===== src/design/usk_pkg.sv =====
`timescale 1ns / 1ps
`default_nettype none
// ----------------------------------------------------------------------------
// usk_pkg: shared definitions for the unsorted key set
// Operation codes, the sequencer state type and the result count width.
// ----------------------------------------------------------------------------
package usk_pkg;

    localparam logic [1:0] CMD_INSERT = 2'd0;
    localparam logic [1:0] CMD_REMOVE = 2'd1;
    localparam logic [1:0] CMD_QUERY  = 2'd2;

    localparam int COUNT_W = 5;

    typedef enum logic [2:0] {
        ST_IDLE,
        ST_SCAN,
        ST_DECIDE,
        ST_SHIFT,
        ST_FINISH
    } state_t;

endpackage
`default_nettype wire


===== src/design/usk_store.sv =====
`timescale 1ns / 1ps
`default_nettype none
// ----------------------------------------------------------------------------
// usk_store: key storage memory
// One write port and one read port; read data is registered.
// ----------------------------------------------------------------------------
module usk_store #(
    parameter int DEPTH = 16,
    parameter int IDX_W = 4
) (
    input  wire logic             clk,
    input  wire logic             wr_en,
    input  wire logic [IDX_W-1:0] wr_addr,
    input  wire logic [63:0]      wr_data,
    input  wire logic             rd_en,
    input  wire logic [IDX_W-1:0] rd_addr,
    output logic      [63:0]      rd_data
);

    logic [63:0] mem [DEPTH];

    always_ff @(posedge clk)
    begin
        if (wr_en)
        begin
            mem[wr_addr] <= wr_data;
        end
    end

    always_ff @(posedge clk)
    begin
        if (rd_en)
        begin
            rd_data <= mem[rd_addr];
        end
    end

endmodule
`default_nettype wire


===== src/design/usk_match.sv =====
`timescale 1ns / 1ps
`default_nettype none
// ----------------------------------------------------------------------------
// usk_match: double equality compare
// Compares two IEEE double bit patterns: NaN matches nothing, +0 equals -0.
// ----------------------------------------------------------------------------
module usk_match (
    input  wire logic [63:0] a,
    input  wire logic [63:0] b,
    output logic             equal
);

    logic a_nan;
    logic b_nan;
    logic both_zero;

    always_comb
    begin
        a_nan     = (a[62:52] == 11'h7FF) && (a[51:0] != 52'd0);
        b_nan     = (b[62:52] == 11'h7FF) && (b[51:0] != 52'd0);
        both_zero = (a[62:0] == 63'd0) && (b[62:0] == 63'd0);
        equal     = !a_nan && !b_nan && ((a == b) || both_zero);
    end

endmodule
`default_nettype wire


===== src/design/unsorted_key_set_unit.sv =====
`timescale 1ns / 1ps
`default_nettype none
// ----------------------------------------------------------------------------
// unsorted_key_set_unit: set of 64-bit double keys kept in arrival order
// Insert, remove and query over a memory of DEPTH keys, one entry per cycle.
// ----------------------------------------------------------------------------
//  Channel | Handshake            | Payload
//  --------+----------------------+---------------------------------------
//  input   | in_valid / in_ready  | cmd, key
//  output  | out_valid / out_ready| was_present, dropped_full, entry_count
//
//  A scan reads the stored keys in order and ends early on a hit. A remove
//  that hits then moves each later entry down by one to close the gap. An
//  empty set skips the scan. Scan and shift both read through the single
//  read port of the key memory.
//  Reset clears the count and the handshake state; the memory needs no clear.
//  in_ready is high only while the sequencer is idle. A finished result waits
//  in the output register, and the next operation may start meanwhile.
// ----------------------------------------------------------------------------
module unsorted_key_set_unit #(
    parameter int DEPTH = 16
) (
    input  wire logic        clk,
    input  wire logic        rst_n,
    input  wire logic        in_valid,
    output logic             in_ready,
    input  wire logic [1:0]  cmd,
    input  wire logic [63:0] key,
    output logic             out_valid,
    input  wire logic        out_ready,
    output logic             was_present,
    output logic             dropped_full,
    output logic [usk_pkg::COUNT_W-1:0] entry_count
);

    localparam int IDX_W = $clog2(DEPTH);
    localparam int CNT_W = $clog2(DEPTH + 1);
    localparam int EXT_W = (CNT_W > usk_pkg::COUNT_W) ? CNT_W : usk_pkg::COUNT_W;

    usk_pkg::state_t state_reg, state_next;

    logic [1:0]       cmd_reg, cmd_next;
    logic [63:0]      key_reg, key_next;
    logic [CNT_W-1:0] count_reg, count_next;
    logic [CNT_W-1:0] rd_idx_reg, rd_idx_next;
    logic             cmp_vld_reg, cmp_vld_next;
    logic [IDX_W-1:0] cmp_idx_reg, cmp_idx_next;
    logic [IDX_W-1:0] pos_reg, pos_next;
    logic             found_reg, found_next;
    logic             dropped_reg, dropped_next;
    logic             out_valid_reg, out_valid_next;
    logic             out_present_reg, out_present_next;
    logic             out_dropped_reg, out_dropped_next;
    logic [usk_pkg::COUNT_W-1:0] out_count_reg, out_count_next;

    logic             mem_wr_en;
    logic [IDX_W-1:0] mem_wr_addr;
    logic [63:0]      mem_wr_data;
    logic             mem_rd_en;
    logic [IDX_W-1:0] mem_rd_addr;
    logic [63:0]      mem_rd_data;
    logic             key_equal;
    logic             issue;
    logic [EXT_W-1:0] count_ext;

    usk_store #(
        .DEPTH (DEPTH),
        .IDX_W (IDX_W)
    ) u_store (
        .clk     (clk),
        .wr_en   (mem_wr_en),
        .wr_addr (mem_wr_addr),
        .wr_data (mem_wr_data),
        .rd_en   (mem_rd_en),
        .rd_addr (mem_rd_addr),
        .rd_data (mem_rd_data)
    );

    usk_match u_match (
        .a     (mem_rd_data),
        .b     (key_reg),
        .equal (key_equal)
    );

    always_ff @(posedge clk or negedge rst_n)
    begin
        if (!rst_n)
        begin
            state_reg     <= usk_pkg::ST_IDLE;
            count_reg     <= '0;
            cmp_vld_reg   <= 1'b0;
            out_valid_reg <= 1'b0;
        end
        else
        begin
            state_reg     <= state_next;
            count_reg     <= count_next;
            cmp_vld_reg   <= cmp_vld_next;
            out_valid_reg <= out_valid_next;
        end
    end

    always_ff @(posedge clk)
    begin
        cmd_reg         <= cmd_next;
        key_reg         <= key_next;
        rd_idx_reg      <= rd_idx_next;
        cmp_idx_reg     <= cmp_idx_next;
        pos_reg         <= pos_next;
        found_reg       <= found_next;
        dropped_reg     <= dropped_next;
        out_present_reg <= out_present_next;
        out_dropped_reg <= out_dropped_next;
        out_count_reg   <= out_count_next;
    end

    always_comb
    begin
        state_next       = state_reg;
        cmd_next         = cmd_reg;
        key_next         = key_reg;
        count_next       = count_reg;
        rd_idx_next      = rd_idx_reg;
        cmp_vld_next     = 1'b0;
        cmp_idx_next     = cmp_idx_reg;
        pos_next         = pos_reg;
        found_next       = found_reg;
        dropped_next     = dropped_reg;
        out_valid_next   = out_valid_reg;
        out_present_next = out_present_reg;
        out_dropped_next = out_dropped_reg;
        out_count_next   = out_count_reg;
        in_ready         = 1'b0;
        mem_wr_en        = 1'b0;
        mem_wr_addr      = count_reg[IDX_W-1:0];
        mem_wr_data      = key_reg;
        mem_rd_en        = 1'b0;
        mem_rd_addr      = rd_idx_reg[IDX_W-1:0];
        issue            = rd_idx_reg < count_reg;
        count_ext        = EXT_W'(count_reg);

        if (out_valid_reg && out_ready)
        begin
            out_valid_next = 1'b0;
        end

        case (state_reg)
            usk_pkg::ST_IDLE:
            begin
                in_ready = 1'b1;
                if (in_valid)
                begin
                    cmd_next     = cmd;
                    key_next     = key;
                    rd_idx_next  = '0;
                    found_next   = 1'b0;
                    dropped_next = 1'b0;
                    state_next   = (count_reg == '0) ? usk_pkg::ST_DECIDE : usk_pkg::ST_SCAN;
                end
            end

            usk_pkg::ST_SCAN:
            begin
                // Reads run one entry ahead of the compare on the registered data.
                mem_rd_en    = issue;
                cmp_vld_next = issue;
                cmp_idx_next = rd_idx_reg[IDX_W-1:0];
                if (issue)
                begin
                    rd_idx_next = rd_idx_reg + CNT_W'(1);
                end
                if (cmp_vld_reg && key_equal)
                begin
                    found_next   = 1'b1;
                    pos_next     = cmp_idx_reg;
                    cmp_vld_next = 1'b0;
                    state_next   = usk_pkg::ST_DECIDE;
                end
                else if (cmp_vld_reg && (CNT_W'(cmp_idx_reg) + CNT_W'(1) == count_reg))
                begin
                    cmp_vld_next = 1'b0;
                    state_next   = usk_pkg::ST_DECIDE;
                end
            end

            usk_pkg::ST_DECIDE:
            begin
                state_next = usk_pkg::ST_FINISH;
                if (cmd_reg == usk_pkg::CMD_INSERT)
                begin
                    if (!found_reg)
                    begin
                        if (count_reg < CNT_W'(DEPTH))
                        begin
                            mem_wr_en  = 1'b1;
                            count_next = count_reg + CNT_W'(1);
                        end
                        else
                        begin
                            dropped_next = 1'b1;
                        end
                    end
                end
                else if ((cmd_reg == usk_pkg::CMD_REMOVE) && found_reg)
                begin
                    rd_idx_next = CNT_W'(pos_reg) + CNT_W'(1);
                    state_next  = usk_pkg::ST_SHIFT;
                end
            end

            usk_pkg::ST_SHIFT:
            begin
                // Each entry read at index i is written back at index i - 1.
                mem_rd_en    = issue;
                cmp_vld_next = issue;
                cmp_idx_next = rd_idx_reg[IDX_W-1:0];
                if (issue)
                begin
                    rd_idx_next = rd_idx_reg + CNT_W'(1);
                end
                if (cmp_vld_reg)
                begin
                    mem_wr_en   = 1'b1;
                    mem_wr_addr = cmp_idx_reg - IDX_W'(1);
                    mem_wr_data = mem_rd_data;
                end
                else if (!issue)
                begin
                    count_next = count_reg - CNT_W'(1);
                    state_next = usk_pkg::ST_FINISH;
                end
            end

            usk_pkg::ST_FINISH:
            begin
                if (!out_valid_reg || out_ready)
                begin
                    out_valid_next   = 1'b1;
                    out_present_next = found_reg;
                    out_dropped_next = dropped_reg;
                    out_count_next   = count_ext[usk_pkg::COUNT_W-1:0];
                    state_next       = usk_pkg::ST_IDLE;
                end
            end

            default:
            begin
                state_next = usk_pkg::ST_IDLE;
            end
        endcase
    end

    assign out_valid    = out_valid_reg;
    assign was_present  = out_present_reg;
    assign dropped_full = out_dropped_reg;
    assign entry_count  = out_count_reg;

endmodule
`default_nettype wire

===== config.mk =====
export PLATFORM = sky130hd
export DESIGN_NAME = unsorted_key_set_unit
export DESIGN_NICKNAME = d
export VERILOG_FILES = /design/src/design/usk_pkg.sv /design/src/design/usk_store.sv /design/src/design/usk_match.sv /design/src/design/unsorted_key_set_unit.sv
export SDC_FILE = /design/constraint.sdc
export NUM_CORES = 1
export LEC_CHECK = 0
export BUFFER_PORTS_ARGS = -buffer_cell sky130_fd_sc_hd__buf_2
export CAP_MARGIN = 20
export CORE_AREA = 3 3 200 398
export CTS_CLUSTER_DIAMETER = 60
export CTS_CLUSTER_SIZE = 30
export DETAILED_ROUTE_END_ITERATION = 8
export DIE_AREA = 0 0 203 401
export PLACE_DENSITY = 0.76
export SETUP_SLACK_MARGIN = 0.15
export SKIP_CTS_REPAIR_TIMING = 1
export SYNTH_ARGS = -nofsm -noshare
export SYNTH_HDL_FRONTEND = slang
export SYNTH_SLANG_ARGS = --single-unit

===== constraint.sdc =====
create_clock -name clk -period 6.5 [get_ports clk]
set_input_delay 1.95 -clock clk [delete_from_list [all_inputs] [get_ports clk]]
set_output_delay 1.95 -clock clk [all_outputs]
set_load 0.05 [all_outputs]

==> results.cfg <==
[yosys]
ys_ff_latch = 1186
synth_area_um2 = 46000
yosysTopAreaCellShare = 0.768
avgSynthCellArea_um2 = 21.9
yosysWarnings = 0
yosys-top-cells-count = edfxtp_1 (1176), mux4_2 (320), nand2_1 (218)
syn_inst = 2096
synth_edf_count = 1176
ys_types = 50
synth.net_count = 2177
yosys-top-cells-area = edfxtp_1 (77%), mux4_2 (16%), nand2_1 (1.8%)
async_reset_ff_frac = 0.00843
yosys.cell_count.top_type = edfxtp_1
synthFlopType = edfxtp_1
ys_seq_area_frac = 0.773
yosysTopAreaCell = edfxtp_1

[sta]
fin_crit_ps = 4360
skew_ps = 24.8
rsz0062_at_grt = false
tightest_slew_ps = 1100
slew_violations = 0
tns_ps = 0
max_freq_ghz = 0.230
min_period_over_period = 0.670
setup-violations-final = 0
final-hold-violation-count = 0
slew_headroom = 0.265

[setup_path]
r2r-end = u_store.mem[6][37]$_DFFE_PP_
r2r_start = state_reg[2]$_DFFE_PN0P_
r2r_slack_ps = 2140
slowest_delay_ps = 1010
crit_slowest_cell = and2b_4
worst-r2r-cell-count = 8
critPathMostFrequentCell = nand2_1
end_kind = flip-flop
path_cells = nand2b_1, clkinv_1, nand3_2, nand2_1, o21ai_0, nand2_1, and2b_4, buf_4
crit_type = flip-flop to flip-flop
arrival_ps = 4670
cp-start-kind = flip-flop
path_max_fanout = 46
cp.required_ps = 6820

[pwr]
p_sw_frac = 0.304
p_sw_uw = 5860
p_clk_frac = 0.189
pwr_density_cell_nw_per_um2 = 392
leakagePower_uw = 0.0151
power_frac_seq = 0.527
power.total_uw = 19300
internal_power_uw = 13400
ir_worst_vdd_v = 0.000356
pwr-share-comb = 0.283

[cells_and_area]
multi_input_area_um2 = 10100
layout-drive-gt1-share = 0.241
n_fill_cell = 4913
design_area_um2 = 49200
instances_no_fill = 3212
largest_register_ffs = 1024
antenna_cells = 0
regArea_um2 = 35600
syn_to_final_growth_pct = 6.95
fin_util = 0.639
fin_nets = 2253

[routing]
viasPerCell = 6.78
wl_um = 104000
first_iter_violations = 2538
dr.pass1.iters = 5
wl_per_cell_um = 32.3
dr_total_vias = 21774
drc = 0
antenna_left = 0

[min_path]
hold_depth = 0
hold_path.startpoint = dropped_reg$_DFFE_PP_
holdPathEnd = dropped_full$_DFFE_PP_
hold_class = flip-flop to flip-flop

[clocking]
cts_made_buffers = 48
clockRootBuffer = clkbuf_16
cts_buffer_depth = 3
cts.sinks = 1186
cts.clk_slew.worst_paths_ps = 110
h-tree-depth = 2
cts_tree = done
clk_latency_ps = 660

[run]
maxCapViolCount = 0

[floorplanning]
start_util = 0.598
rows = 144
die_y_um = 401
die_x_um = 203
core-area_um2 = 76900
dieArea_um2 = 81400
io_pins = 79

[global_routing]
overflow = 0
grt_start_max_net_pins = 142
first_global_vias = 22265
antenna_found_initial = 1
grt_first_pass_wirelength_um = 153000
grtUsageTotal = 0.260

[placement]
numPortBuffers = 78
place_hpwl_um = 61300
dpl-instance-area_um2 = 47800
place_inst = 3144
gp_congestion = 0.881

[run_status]
run_status = finished, final reports clean
cell type report:
cell class	instances	share of cell area
repair buffers	117	0.0162
flip-flops and latches	1186	0.723
inverters	15	0.00114
multi-input cells	804	0.205
well taps	1022	0.0260
clock inverters	13	0.00300
clock buffers	55	0.0256
placed cells by master, fill, tap and decap left out, types with 3 or more instances in the layout:
cell type / netlist / routed
a211oi_1: 3 / 3
a21o_1: 3 / 3
a21oi_1: 13 / 13
and2b_4: 0 / 4
buf_12: 0 / 9
buf_2: 40 / 78
buf_4: 0 / 30
clkbuf_1: 44 / 5
clkbuf_16: 0 / 49
dfrtp_1: 10 / 10
edfxtp_1: 1176 / 1176
ha_1: 10 / 10
inv_1: 14 / 13
inv_6: 0 / 4
mux2i_1: 4 / 4
mux4_2: 320 / 320
nand2_1: 218 / 218
nand2b_1: 3 / 3
nand3_1: 8 / 7
nand4_1: 29 / 29
nor2_1: 25 / 11
nor2_4: 0 / 14
nor3_1: 6 / 6
nor4_1: 38 / 38
o21a_1: 4 / 4
o21ai_0: 7 / 7
xnor2_1: 73 / 73
xor2_1: 6 / 6
cell families after synthesis:
| logic type | Yosys count | share of synthesized area |
|---|---|---|
| AOI/OAI and AO/OA | 44 | 0.00648 |
| xor gates and xnor gates | 79 | 0.0150 |
| adders and majority gates | 11 | 0.00316 |
| buffers and inverters | 106 | 0.0101 |
| DFF | 1186 | 0.773 |
| muxes | 324 | 0.158 |
| and+or+nand+nor | 346 | 0.0342 |
worst max-delay path by stage:
stage / end / start
2_1_floorplan: u_store.mem[0][0]$_DFFE_PP_ / state_reg[2]$_DFFE_PN0P_
3_3_place_gp: u_store.mem[6][45]$_DFFE_PP_ / state_reg[2]$_DFFE_PN0P_
3_5_place_dp: u_store.mem[6][59]$_DFFE_PP_ / state_reg[2]$_DFFE_PN0P_
4_1_cts: u_store.mem[6][30]$_DFFE_PP_ / state_reg[2]$_DFFE_PN0P_
5_1_grt: u_store.mem[6][1]$_DFFE_PP_ / state_reg[2]$_DFFE_PN0P_
6_report: u_store.mem[6][37]$_DFFE_PP_ / state_reg[2]$_DFFE_PN0P_
power groups by stage:
| stage | logic [uW] | clock network, uW | registers (uW) |
|---|---|---|---|
| 2_1_floorplan | 4050 | 0 | 10000 |
| 3_3_place_gp | 5350 | 0 | 10300 |
| 3_5_place_dp | 5490 | 0 | 10300 |
| 4_1_cts | 5520 | 3720 | 10100 |
| 5_1_grt | 5830 | 3970 | 10200 |
| 6_report | 5460 | 3650 | 10200 |
metrics by stage:
stage / hold WS, ps / worst slack, ps
detailed placement: 405 / 2260
global placement: 411 / 2390
floorplan: 400 / 1700
finish: 427 / 2140
CTS: 433 / 2210
global route: 435 / 1910
per-layer routing:
metal,routed length [um],share of wire,up-vias,global-route usage
met2,55000,0.53,1261,0.445
met5,13,0.00013,-,0
met3,8670,0.084,232,0.0433
li1,-,-,8758,-
met4,3850,0.037,2,0.0871
met1,36200,0.35,11521,0.344
worst max-delay path, delay by kind of cell (launching register included):
kind                   cells  cell delay (ps)
flip-flops                 1              500
buffers and inverters      2              910
AO/OA/AOI/OAI              1              140
AND/OR/NAND/NOR            5             2390
Note: power is estimated with default switching activity, not from simulation.
